### src/hdl/sdas_pkg.sv
`timescale 1ns / 1ps
`default_nettype none
// ----------------------------------------------------------------------------
// sdas_pkg: shared types and constants
// Transaction structs, request and operation codes, sequencer states.
// ----------------------------------------------------------------------------
package sdas_pkg;

  localparam int OperandDigits = 32;
  localparam int WorkDepth     = 2 * OperandDigits;
  localparam int IdxW          = $clog2(OperandDigits);
  localparam int LenW          = $clog2(OperandDigits + 1);
  localparam int WIdxW         = $clog2(WorkDepth);

  localparam logic [1:0] ReqFirst  = 2'd0;
  localparam logic [1:0] ReqSecond = 2'd1;
  localparam logic [1:0] ReqRun    = 2'd2;

  localparam logic [1:0] OpAdd = 2'd0;
  localparam logic [1:0] OpSub = 2'd1;

  typedef struct packed {
    logic [1:0] req_type;
    logic [3:0] digit;
    logic       negative;
    logic [1:0] op;
  } req_t;

  typedef struct packed {
    logic [3:0] digit_res;
    logic       negative_res;
    logic       last;
    logic       too_long;
  } rsp_t;

  typedef enum logic [2:0] {
    ST_IDLE,
    ST_CMP,
    ST_MUL,
    ST_ADD,
    ST_FETCH,
    ST_EMIT
  } state_e;

endpackage
`default_nettype wire

### src/hdl/signed_decimal_add_sub_mul.sv
`timescale 1ns / 1ps
`default_nettype none
// ----------------------------------------------------------------------------
// signed_decimal_add_sub_mul: signed decimal add, subtract and multiply
// Load operands a digit at a time, then run one operation and stream the
// result digits out, most significant first.
// ----------------------------------------------------------------------------
// Channel | Direction | Handshake        | Payload
// req     | in        | req_valid_i/stall| req_t (req_type, digit, negative, op)
// rsp     | out       | rsp_valid_o/stall| rsp_t (digit_res, negative_res, last,
//         |           |                  |        too_long)
//
// A run walks the digit memories with one shared pair of digit reads: first a
// magnitude compare over up to 32 digit pairs (it stops after the first
// differing digit pair); then add/subtract writes the 64 work digits, or
// multiply builds each of the 64 result columns from 32 digit products plus
// a carry step; then a fetch step and the emit of the result digits, which
// waits while the output stalls.
// Reset clears lengths, signs and the flag; every run rewrites all work digits.
// A stalled output holds its digit; the sequencer waits on it.
// ----------------------------------------------------------------------------
module signed_decimal_add_sub_mul (
  input  wire logic           clk_i,
  input  wire logic           rst_ni,
  input  wire logic           req_valid_i,
  output logic                req_stall_o,
  input  wire sdas_pkg::req_t req_i,
  output logic                rsp_valid_o,
  input  wire logic           rsp_stall_i,
  output sdas_pkg::rsp_t      rsp_o
);
  import sdas_pkg::*;

  // operand and work storage
  logic [3:0]  a_mem [OperandDigits];
  logic [3:0]  b_mem [OperandDigits];
  logic [3:0]  w_mem [WorkDepth];

  logic [LenW-1:0] a_len_q, b_len_q;
  logic            a_sign_q, b_sign_q, drop_q;
  state_e          state_q, state_d;
  logic [IdxW-1:0] i_q;
  logic [WIdxW-1:0] k_q, top_q;
  logic [11:0]     sum_q;
  logic            carry_q, fin_q;
  logic            eff_add_q, is_mul_q, swap_q, cmp_done_q, sign_q, nz_q;
  logic            last_step;

  rsp_t rsp_q;
  logic rsp_valid_q;
  logic [3:0] rd_q;

  // digit read addresses: compare and add walk both operands at one index,
  // multiply pairs a[i] with b[k - i] for result column k
  logic [IdxW-1:0] a_idx, b_idx;
  logic            a_ok, b_ok;
  logic [WIdxW:0]  kd;
  assign kd = {1'b0, k_q} - (WIdxW + 1)'(i_q);

  always_comb begin
    a_idx = '0;
    b_idx = '0;
    a_ok  = 1'b0;
    b_ok  = 1'b0;
    case (state_q)
      ST_CMP: begin
        a_idx = i_q;
        b_idx = i_q;
        a_ok  = 1'b1;
        b_ok  = 1'b1;
      end
      ST_ADD: begin
        a_idx = k_q[IdxW-1:0];
        b_idx = k_q[IdxW-1:0];
        a_ok  = (k_q < WIdxW'(OperandDigits));
        b_ok  = a_ok;
      end
      ST_MUL: begin
        a_idx = i_q;
        b_idx = kd[IdxW-1:0];
        a_ok  = 1'b1;
        b_ok  = (kd < (WIdxW + 1)'(OperandDigits));
      end
      default: ;
    endcase
  end

  // digit reads with length masking
  logic [3:0] da, db, big, sml;
  assign da = (a_ok && (LenW'(a_idx) < a_len_q)) ? a_mem[a_idx] : 4'd0;
  assign db = (b_ok && (LenW'(b_idx) < b_len_q)) ? b_mem[b_idx] : 4'd0;
  assign big = swap_q ? db : da;
  assign sml = swap_q ? da : db;

  // one digit of add or subtract
  logic [4:0] asum, dsub;
  logic [3:0] add_dig, sub_dig;
  logic       add_cy, sub_bw;
  assign asum    = {1'b0, da} + {1'b0, db} + {4'd0, carry_q};
  assign add_cy  = (asum >= 5'd10);
  assign add_dig = add_cy ? 4'(asum - 5'd10) : asum[3:0];
  assign dsub    = {1'b0, sml} + {4'd0, carry_q};
  assign sub_bw  = ({1'b0, big} < dsub);
  assign sub_dig = sub_bw ? 4'({1'b0, big} + 5'd10 - dsub) : 4'({1'b0, big} - dsub);

  // column accumulate, and split of the column total into digit and carry
  logic [7:0]  prod;
  logic [11:0] sum_nx, q10, ten_x;
  logic [23:0] recip;
  logic [3:0]  rem_dig;
  assign prod    = da * db;
  assign sum_nx  = sum_q + {4'd0, prod};
  // divide by ten via reciprocal, column total stays below 4096
  assign recip   = 24'(sum_q) * 24'd3277;
  assign q10     = 12'(recip >> 15);
  assign ten_x   = q10 * 12'd10;
  assign rem_dig = 4'(sum_q - ten_x);

  // single write port into the work digits, top digit tracked on the way
  logic             w_we, wr_nz, wr_last, nz_fin;
  logic [3:0]       w_data;
  logic [WIdxW-1:0] top_fin, rd_addr;
  logic             emit_fire;
  assign w_we    = (state_q == ST_ADD) || (state_q == ST_MUL && fin_q);
  assign w_data  = (state_q == ST_MUL) ? rem_dig : (eff_add_q ? add_dig : sub_dig);
  assign wr_nz   = w_we && (w_data != 4'd0);
  assign wr_last = w_we && (k_q == WIdxW'(WorkDepth - 1));
  assign top_fin = wr_nz ? k_q : top_q;
  assign nz_fin  = nz_q || wr_nz;

  assign emit_fire = (state_q == ST_EMIT) && (!rsp_valid_q || !rsp_stall_i);
  assign last_step = emit_fire && (k_q == '0);
  // read ahead the next lower digit as soon as the current one is taken
  assign rd_addr   = emit_fire ? k_q - 1'b1 : k_q;

  assign req_stall_o = (state_q != ST_IDLE);
  assign rsp_valid_o = rsp_valid_q;
  assign rsp_o       = rsp_q;

  logic acc;
  assign acc = req_valid_i && !req_stall_o;

  always_comb begin
    state_d = state_q;
    case (state_q)
      ST_IDLE: if (acc && req_i.req_type == ReqRun) begin
        state_d = ST_CMP;
      end
      ST_CMP:  if (i_q == '0 || cmp_done_q) begin
        state_d = is_mul_q ? ST_MUL : ST_ADD;
      end
      ST_MUL:  if (wr_last) begin
        state_d = ST_FETCH;
      end
      ST_ADD:  if (wr_last) begin
        state_d = ST_FETCH;
      end
      ST_FETCH: state_d = ST_EMIT;
      ST_EMIT: if (last_step) begin
        state_d = ST_IDLE;
      end
      default: state_d = ST_IDLE;
    endcase
  end

  always_ff @(posedge clk_i or negedge rst_ni) begin
    if (!rst_ni) begin
      state_q <= ST_IDLE;
    end else begin
      state_q <= state_d;
    end
  end

  always_ff @(posedge clk_i) begin
    if (state_q == ST_IDLE && acc) begin
      if (req_i.req_type == ReqFirst && a_len_q < LenW'(OperandDigits)) begin
        a_mem[a_len_q[IdxW-1:0]] <= (req_i.digit > 4'd9) ? 4'd9 : req_i.digit;
      end
      if (req_i.req_type == ReqSecond && b_len_q < LenW'(OperandDigits)) begin
        b_mem[b_len_q[IdxW-1:0]] <= (req_i.digit > 4'd9) ? 4'd9 : req_i.digit;
      end
    end
  end

  always_ff @(posedge clk_i) begin
    if (w_we) begin
      w_mem[k_q] <= w_data;
    end
    rd_q <= w_mem[rd_addr];
  end

  always_ff @(posedge clk_i or negedge rst_ni) begin
    if (!rst_ni) begin
      a_len_q <= '0; b_len_q <= '0; a_sign_q <= 1'b0; b_sign_q <= 1'b0;
      drop_q <= 1'b0; rsp_valid_q <= 1'b0; rsp_q <= '0;
      i_q <= '0; k_q <= '0; top_q <= '0; sum_q <= '0; carry_q <= 1'b0;
      fin_q <= 1'b0;
      eff_add_q <= 1'b0; is_mul_q <= 1'b0; swap_q <= 1'b0; cmp_done_q <= 1'b0;
      sign_q <= 1'b0; nz_q <= 1'b0;
    end else begin
      if (emit_fire) begin
        rsp_valid_q <= 1'b1;
      end else if (!rsp_stall_i) begin
        rsp_valid_q <= 1'b0;
      end
      case (state_q)
        ST_IDLE: if (acc) begin
          if (req_i.req_type == ReqFirst) begin
            a_sign_q <= req_i.negative;
            if (a_len_q < LenW'(OperandDigits)) a_len_q <= a_len_q + 1'b1;
            else drop_q <= 1'b1;
          end else if (req_i.req_type == ReqSecond) begin
            b_sign_q <= req_i.negative;
            if (b_len_q < LenW'(OperandDigits)) b_len_q <= b_len_q + 1'b1;
            else drop_q <= 1'b1;
          end else if (req_i.req_type == ReqRun) begin
            is_mul_q  <= req_i.op[1];
            eff_add_q <= (a_sign_q == (b_sign_q ^ (req_i.op == OpSub)));
            b_sign_q  <= b_sign_q ^ (req_i.op == OpSub);
            sign_q    <= req_i.op[1] ? (a_sign_q ^ b_sign_q) : a_sign_q;
            i_q <= IdxW'(OperandDigits - 1); k_q <= '0;
            top_q <= '0; nz_q <= 1'b0; sum_q <= '0; fin_q <= 1'b0;
            swap_q <= 1'b0; cmp_done_q <= 1'b0; carry_q <= 1'b0;
          end
        end
        ST_CMP: begin
          // compare from the top digit down, stop at first difference
          if (i_q == '0 || cmp_done_q) begin
            if (!eff_add_q && !is_mul_q) begin
              sign_q <= (cmp_done_q ? swap_q : (da < db)) ? b_sign_q : a_sign_q;
              swap_q <= cmp_done_q ? swap_q : (da < db);
            end
            i_q <= '0;
          end else begin
            if (da != db) begin
              cmp_done_q <= 1'b1;
              swap_q <= (da < db);
            end
            i_q <= i_q - 1'b1;
          end
        end
        ST_ADD: begin
          carry_q <= eff_add_q ? add_cy : sub_bw;
          if (wr_nz) begin
            top_q <= k_q; nz_q <= 1'b1;
          end
          if (wr_last) begin
            k_q <= top_fin;
            if (!nz_fin) sign_q <= 1'b0;
          end else begin
            k_q <= k_q + 1'b1;
          end
        end
        ST_MUL: begin
          if (fin_q) begin
            // column done: keep its digit, carry the rest into the next one
            sum_q <= q10;
            fin_q <= 1'b0;
            i_q   <= '0;
            if (wr_nz) begin
              top_q <= k_q; nz_q <= 1'b1;
            end
            if (wr_last) begin
              k_q <= top_fin;
              if (!nz_fin) sign_q <= 1'b0;
            end else begin
              k_q <= k_q + 1'b1;
            end
          end else begin
            sum_q <= sum_nx;
            if (i_q == IdxW'(OperandDigits - 1)) fin_q <= 1'b1;
            else i_q <= i_q + 1'b1;
          end
        end
        ST_EMIT: if (emit_fire) begin
          rsp_q.digit_res    <= rd_q;
          rsp_q.negative_res <= sign_q;
          rsp_q.last         <= (k_q == '0);
          rsp_q.too_long     <= drop_q;
          if (k_q == '0) begin
            a_len_q <= '0; b_len_q <= '0; a_sign_q <= 1'b0; b_sign_q <= 1'b0;
            drop_q <= 1'b0;
          end else begin
            k_q <= k_q - 1'b1;
          end
        end
        default: ;
      endcase
    end
  end

  a_busy_stall: assert property (@(posedge clk_i) disable iff (!rst_ni)
    (state_q != ST_IDLE) |-> req_stall_o)
    else $error("input taken while busy");
  a_len_bound: assert property (@(posedge clk_i) disable iff (!rst_ni)
    (a_len_q <= LenW'(OperandDigits)) && (b_len_q <= LenW'(OperandDigits)))
    else $error("operand length overflow");
  a_rsp_hold: assert property (@(posedge clk_i) disable iff (!rst_ni)
    (rsp_valid_o && rsp_stall_i) |=> (rsp_valid_o && $stable(rsp_o)))
    else $error("stalled result changed");
  a_digit_range: assert property (@(posedge clk_i) disable iff (!rst_ni)
    rsp_valid_o |-> (rsp_o.digit_res <= 4'd9))
    else $error("result digit out of range");

endmodule
`default_nettype wire
### config.mk
export PLATFORM = sky130hd
export DESIGN_NAME = signed_decimal_add_sub_mul
export DESIGN_NICKNAME = d
export VERILOG_FILES = /design/src/hdl/sdas_pkg.sv /design/src/hdl/signed_decimal_add_sub_mul.sv
export SDC_FILE = /design/constraint.sdc
export NUM_CORES = 1
export LEC_CHECK = 0
export BUFFER_PORTS_ARGS = -buffer_cell sky130_fd_sc_hd__buf_4
export CELL_PAD_IN_SITES_DETAIL_PLACEMENT = 0
export CELL_PAD_IN_SITES_GLOBAL_PLACEMENT = 2
export CORE_UTILIZATION = 42
export CTS_CLUSTER_SIZE = 28
export DETAILED_ROUTE_END_ITERATION = 6
export GPL_ROUTABILITY_DRIVEN = 0
export PLACE_DENSITY = 0.85
export SLEW_MARGIN = 10
export SYNTH_ARGS = -nofsm -noshare
export SYNTH_HDL_FRONTEND = slang
export SYNTH_SLANG_ARGS = --single-unit
### constraint.sdc
create_clock -name clk_i -period 7.4 [get_ports clk_i]
set_input_delay 0 -clock clk_i [delete_from_list [all_inputs] [get_ports clk_i]]
set_output_delay 0 -clock clk_i [all_outputs]
set_load 0.005 [all_outputs]
Yosys cells after proc, flatten, opt, wreduce, memory -nomap -nowiden
Memories as Yosys holds them, arrays and structs flattened. A register that Yosys moved wholly into a read port is not among the register bits.
Cells that the tools add are included.
{"block": "totals", "output_inout_bits": 9, "memories": 3, "reg_bits": 63, "mem_bits_rw": 512, "wordCells": 267, "in_bits": 13, "mem_bits_ro": 0, "latch_bits": 0}
{"name": "w_mem", "depth": 64, "width": 4, "read_ports": 1, "rd_ports_with_merged_regs": 1, "wr": 1, "line": "signed_decimal_add_sub_mul.sv:37", "text": "logic [3:0] w_mem [WorkDepth];"}
{"name": "a_mem", "depth": 32, "width": 4, "read_ports": 1, "rd_ports_with_merged_regs": 0, "wr": 1, "line": "signed_decimal_add_sub_mul.sv:35", "text": "logic [3:0] a_mem [OperandDigits];"}
{"name": "b_mem", "depth": 32, "width": 4, "read_ports": 1, "rd_ports_with_merged_regs": 0, "wr": 1, "line": "signed_decimal_add_sub_mul.sv:36", "text": "logic [3:0] b_mem [OperandDigits];"}
{"block": "op_classes", "reduce_logical": 54, "n_mux": 115, "n_lt_le_gt_ge": 10, "bitwise": 4, "mul": 3, "shift": 0, "n_div": 0, "addsub": 16, "eq_ne": 39}
{"operator": "2-to-1 mux 6 bit", "count": 20}
{"operator": "2-to-1 mux 12 bit", "count": 5}
{"operator": "2-to-1 mux 1 bit", "count": 50}
{"operator": "2-to-1 mux 4 bit", "count": 9}
{"operator": "2-to-1 mux 5 bit", "count": 7}
{"operator": "case mux 5 bit (3 select lines)", "count": 2}
{"operator": "AND reduction 7 bit", "count": 4}
{"operator": "multiplier 12 x 12 -> 24 bit (second input constant)", "count": 1}
{"operator": "inequality test 2 bit (second input constant)", "count": 12}
{"operator": "case mux 12 bit (2 select lines)", "count": 1}
{"operator": "case mux 6 bit (2 select lines)", "count": 2}
{"operator": "case mux 6 bit (4 select lines)", "count": 1}
{"operator": "AND reduction 6 bit", "count": 4}
{"operator": "AND reduction 5 bit", "count": 4}
{"operator": "adder 6 x 1 -> 6 bit (second input constant)", "count": 3}
{"operator": "< comparator 6 bit (second input constant)", "count": 3}
{"operator": "case mux 6 bit (3 select lines)", "count": 1}
{"operator": "inequality test 2 x 1 -> 1 bit (second input constant)", "count": 8}
{"operator": "case mux 1 bit (2 select lines)", "count": 8}
{"operator": "AND reduction 8 bit", "count": 2}
{"operator": "inequality test 3 bit (second input constant)", "count": 5}
{"operator": "case mux 3 bit (5 select lines)", "count": 1}
{"operator": "logical AND 1 bit", "count": 13}
{"operator": "adder 12 x 8 -> 12 bit", "count": 1}
{"operator": "other kinds (46)", "count": 74}

Depth between registers and ports, before layout
{"block": "logic_depth", "word_depth": 19, "mapped_depth": 38, "mapped_depth_nobuf": 32}

Worst setup path after synthesis
Ideal clock, no wire load.
{"block": "synth_timing", "path_type": "register to register", "startpoint": "register k_q[0]", "endpoint": "register k_q[0]", "path_buffers": 7, "period_less_slack_ns": 7.895, "path_stages_with_launch": 35, "t_arrival_ns": 7.769, "slack_ns": -0.495, "t_required_ns": 7.274, "cell_sequence": "dfrtp_1 -> clkbuf_1 -> inv_1 -> ha_1 -> fa_1 -> nand2b_1 -> a31oi_4 -> inv_2 -> buf_2 -> clkbuf_1 -> clkbuf_1 -> clkbuf_1 -> ha_1 -> a21oi_1 -> o221ai_1 -> a31o_2 -> nor2_1 -> inv_1 -> o21ai_0 -> ha_1 -> ha_1 -> clkbuf_1 -> xnor2_1 -> ha_1 -> fa_1 -> xnor2_1 -> xnor2_1 -> nor2_1 -> a21oi_1 -> nand4_1 -> and3b_1 -> or4_4 -> buf_6 -> a21o_1 -> a221o_1"}
{"block": "synth_between", "elab_chain_cells": 17, "elab_cells_between_ends": 45, "classes_between": "10 x add/sub; 6 x order compare; 2 x eq/ne; 18 x mux; 7 x reduce/logical; 2 x memory"}
{"element": "start, declared", "line": "signed_decimal_add_sub_mul.sv:43", "text": "logic [WIdxW-1:0] k_q, top_q;"}
{"element": "start signal, assigned", "line": "signed_decimal_add_sub_mul.sv:248", "text": "k_q <= top_fin;"}
{"element": "start signal, assigned", "line": "signed_decimal_add_sub_mul.sv:251", "text": "k_q <= k_q + 1'b1;"}
{"element": "start signal, assigned", "line": "signed_decimal_add_sub_mul.sv:264", "text": "k_q <= top_fin;"}
{"element": "subtractor 6 x 5 -> 7 bit", "line": "signed_decimal_add_sub_mul.sv:58", "text": "assign kd = {1'b0, k_q} - (WIdxW + 1)'(i_q);"}
{"element": "< comparator 7 x 6 -> 1 bit / case mux 5 bit (3 select lines) (equally long branches)", "line": "signed_decimal_add_sub_mul.sv:82, signed_decimal_add_sub_mul.sv:65"}
{"element": "case mux 1 bit (3 select lines) / < comparator 5 x 6 -> 1 bit (equally long branches)", "line": "signed_decimal_add_sub_mul.sv:65, signed_decimal_add_sub_mul.sv:91"}
{"element": "logical AND 1 bit", "line": "signed_decimal_add_sub_mul.sv:91", "text": "assign db = (b_ok && (LenW'(b_idx) < b_len_q)) ? b_mem[b_idx] : 4'd0;"}
{"element": "2-to-1 mux 4 bit", "line": "signed_decimal_add_sub_mul.sv:91"}
{"element": "adder 4 x 4 -> 5 bit (tied with other cells)", "line": "signed_decimal_add_sub_mul.sv:99", "text": "assign asum = {1'b0, da} + {1'b0, db} + {4'd0, carry_q};"}
{"element": "adder 5 x 1 -> 5 bit (tied with other cells)", "line": "signed_decimal_add_sub_mul.sv:99"}
{"element": "subtractor 4 bit (tied with other cells)", "line": "signed_decimal_add_sub_mul.sv:101", "text": "assign add_dig = add_cy ? 4'(asum - 5'd10) : asum[3:0];"}
{"element": "2-to-1 mux 4 bit (on tied branches)", "line": "signed_decimal_add_sub_mul.sv:101, signed_decimal_add_sub_mul.sv:104"}
{"element": "2-to-1 mux 4 bit * (2 in a row)", "line": "signed_decimal_add_sub_mul.sv:125", "text": "assign w_data = (state_q == ST_MUL) ? rem_dig : (eff_add_q ? add_dig : sub_dig);"}
{"element": "via w_data[3]", "line": "signed_decimal_add_sub_mul.sv:121", "text": "logic [3:0] w_data;"}
{"element": "nonzero test 4 bit *", "line": "signed_decimal_add_sub_mul.sv:126", "text": "assign wr_nz = w_we && (w_data != 4'd0);"}
{"element": "logical AND 1 bit *", "line": "signed_decimal_add_sub_mul.sv:126"}
{"element": "2-to-1 mux 6 bit *"}
{"element": "2-to-1 mux 6 bit *", "line": "signed_decimal_add_sub_mul.sv:247, signed_decimal_add_sub_mul.sv:263"}
{"element": "2-to-1 mux 6 bit", "line": "signed_decimal_add_sub_mul.sv:255", "text": "if (fin_q) begin"}
{"element": "case mux 6 bit (4 select lines) *", "line": "signed_decimal_add_sub_mul.sv:206", "text": "case (state_q)"}
Mark *: on every way through the listed nets, which the timed path passes. The rest lies on a longest branch. The select of a mux whose other input is x is not followed.
A chain may end at the register's enable or synchronous reset.

Worst setup path in the final report
{"block": "layout_timing", "startpoint": "register sum_q[6]", "endpoint": "register k_q[1]"}
{"block": "layout_between", "elab_chain_cells": 10}
{"element": "start, declared", "line": "signed_decimal_add_sub_mul.sv:44", "text": "logic [11:0] sum_q;"}
{"element": "start signal, assigned", "line": "signed_decimal_add_sub_mul.sv:257", "text": "sum_q <= q10;"}
{"element": "start signal, assigned", "line": "signed_decimal_add_sub_mul.sv:270", "text": "sum_q <= sum_nx;"}
{"element": "multiplier 12 x 12 -> 24 bit *", "line": "signed_decimal_add_sub_mul.sv:114", "text": "assign recip = 24'(sum_q) * 24'd3277;"}
{"element": "multiplier 9 x 3 -> 3 bit *", "line": "signed_decimal_add_sub_mul.sv:116", "text": "assign ten_x = q10 * 12'd10;"}
{"element": "subtractor 4 bit *", "line": "signed_decimal_add_sub_mul.sv:117", "text": "assign rem_dig = 4'(sum_q - ten_x);"}
{"element": "2-to-1 mux 4 bit *", "line": "signed_decimal_add_sub_mul.sv:125"}
{"element": "via w_data[3]", "line": "signed_decimal_add_sub_mul.sv:121"}
{"element": "nonzero test 4 bit *", "line": "signed_decimal_add_sub_mul.sv:126"}
{"element": "logical AND 1 bit *", "line": "signed_decimal_add_sub_mul.sv:126"}
{"element": "2-to-1 mux 6 bit *"}
{"element": "2-to-1 mux 6 bit *", "line": "signed_decimal_add_sub_mul.sv:247, signed_decimal_add_sub_mul.sv:263"}
{"element": "2-to-1 mux 6 bit", "line": "signed_decimal_add_sub_mul.sv:255"}
{"element": "case mux 6 bit (4 select lines) *", "line": "signed_decimal_add_sub_mul.sv:206"}
Marked as above.

==> impl_metrics.ini <==
[logic_synthesis]
synth.top_cells.by_area = edfxtp_1, mux4_2, ha_1
synth-seq-area-share = 0.586
synthXorXnorAreaFrac = 0.0165
synth_most_common_cell = edfxtp_1
syn-num-nets = 2419
synth_compound_area_frac = 0.0768
synth_top_family_by_area = simple AND/OR/NAND/NOR gates
synthTopCellsByCount = edfxtp_1, nand2_1, nor2_1
synth_cell_types = 96
synth-seq-cells = 579
synth_edf_count = 512
synth_cells = 2206
syn_area_per_cell_sq_um = 13.2
synth_area_sq_um = 29100
synth_flop_cell = edfxtp_1
synth_largest_area_cell = edfxtp_1
synthAdderAreaFrac = 0.0998
async_flop_share = 0.109
synth_simple_gate_area_frac = 0.105
synth_top_area_frac = 0.529
synthMuxAreaShare = 0.0815
ys_warn_count = 0

[outcome]
status = completed

[sta]
final_max_slew_viol_count = 0
hold_violations = 0
rsz0062_at_grt = true
slew_headroom = 0.250
setup_viol = 0
finClkSkew_ns = 0.0271
min_period_ns = 7.06
max_freq_mhz = 142
finalCritPeriodShare = 0.954
fin_setup_tns_ns = 0
worst_pin_slew_ns = 1.12

[critical_path]
worstSetupStartpointType = register
critical_path_required_ns = 7.91
critical_path_class = register to register
path_buf_inv = 3
rr_worst_depth = 26
critical_path.max_fanout = 5
critPathCaptureType = register
cpMostUsedCell = fa_1
regToRegEndpoint = k_q[1]
max_stage_delay_ns = 0.57
r2r_slack_ns = 0.34
r2r_start = sum_q[6]
slowest_stage = or4_4
cp_num_cells = 26
worst_ep_arrival_time_ns = 7.57
path_delay_family = adder cells

[cts]
cts.sinks = 579
cts-root-buf = clkbuf_16
clk_path_buf_depth = 3
clkTransAtPathRegs_ns = 0.07
htree_levels = 2
cts_tree = yes
numCtsBuffers = 57
insertion_delay_ns = 0.63

[grt]
grt.met1_usage = 0.283
antenna_found_initial = 0
grt_usage = 0.200
grt_overflow = 0
grt_pass1_wl_um = 108000
met3_usage = 0.0284
met2_usage = 0.321
grt_busiest_layer = met2
grt_pass1_vias = 18400
grt_max_degree = 68

[floorplan]
row_count = 96
die_w_um = 265
dieArea_sq_um = 70300
io_pins = 22
initial_core_util = 0.424
die_h_um = 265
core_area_sq_um = 68600

[routing]
drtAntennaViolNets = 0
routed_via_density = 5.59
wl_per_cell_um = 21.4
drt_iter0_markers = 1627
drt_wl_total_um = 69400
num_vias = 18200
drt-pass1-iter-count = 5
drc = 0

[run]
max-cap-violations = 0

[cells_and_area]
syn_to_final_growth_pct = 12.3
nNetsFinal = 2480
seq_area_sq_um = 17000
n_fill_cell = 5993
multi_input_area_sq_um = 11200
diodes = 0
drive_gt1_frac = 0.137

[min_path]
min_path_type = input port to asynchronous set/reset pin

[place]
io_buffer_count = 21
dpl.hpwl_um = 46600
## logic make-up after synthesis
logic type | Yosys count
buffers and inverters | 239
muxes | 127
AOI/OAI and AO/OA | 324
xor gates and xnor gates | 51
DFF | 579
and+or+nand+nor | 686
adders and majority gates | 200
## area by class of cell
class,instances,area share
multi-input combinational,1389,0.343
clock buffer,70,0.0458
clock inverter,37,0.0122
sequential,579,0.522
timing repair buffer,100,0.0254
inverter,140,0.0162
tap,931,0.0357
## cells in the final DEF (no fill, tap or decap), types with 16 or more instances in the layout
cell / count
edfxtp_1: 512
clkbuf_16: 58
buf_4: 85
ha_1: 143
o21ai_0: 52
mux4_2: 87
mux2i_1: 34
dfrtp_1: 59
nand3_1: 61
fa_1: 53
nor3_1: 21
a311oi_1: 23
xnor2_1: 30
xor2_1: 16
a21oi_1: 92
and3_1: 30
nor2_1: 219
nand2_1: 267
inv_1: 133
## routing by layer
metal / up-vias / part of all wire
met4: 0 / 0.023
met3: 117 / 0.055
li1: 8300 / -
met2: 546 / 0.47
met5: - / 0
met1: 9193 / 0.45
## worst reg2reg max path, delay by kind of cell, from the launching register on
| kind | cells | cell delay (ns) |
|---|---|---|
| fa+ha+maj | 8 | 3.21 |
| flops | 1 | 0.47 |
| compound gates | 7 | 1.31 |
| xor+xnor | 4 | 0.83 |
| buf+inv | 3 | 0.15 |
| simple gates | 4 | 0.98 |
## registers in the layout, summed over array words and instances (netlist names), 3 cells and up
| register | cells |
|---|---|
| state_q | 3 |
| top_q | 6 |
| rd_q | 4 |
| b_mem | 128 |
| i_q | 5 |
| a_mem | 128 |
| w_mem | 256 |
| a_len_q | 6 |
| b_len_q | 6 |
| k_q | 6 |
| rsp_o | 7 |
| sum_q | 12 |
## what timing repair did
action,CTS,global route
hold endpoints to repair,139,0
hold buffers,11,0
setup endpoints to repair,0,18
buffers inserted,0,6
gates resized for setup,0,19
## worst max-delay path by stage
stage,endpoint,start
floorplan,k_q[0],k_q[0]
global placement,k_q[0],sum_q[6]
detailed placement,k_q[1],k_q[0]
CTS,k_q[1],k_q[0]
global route,k_q[1],sum_q[6]
finish,k_q[1],sum_q[6]
## stage by stage
| step | utilization | hold slack (ns) | cells | instance area (sq um) | worst slack [ns] |
|---|---|---|---|---|---|
| after floorplan | - | -0.296 | 2206 | 29100 | 0.0997 |
| after global placement | 0.445 | 0.199 | 3121 | 30500 | 0.234 |
| after detailed placement | 0.445 | 0.201 | 3121 | 30500 | 0.177 |
| after CTS | 0.474 | 0.101 | 3239 | 32500 | 0.138 |
| after global routing | 0.476 | 0.158 | 3246 | 32600 | -0.0243 |
| final | 0.476 | 0.0620 | 3246 | 32600 | 0.344 |
Power is not shown: default switching activity piles up to over one toggle a cycle in this logic, so the estimate is an artifact.
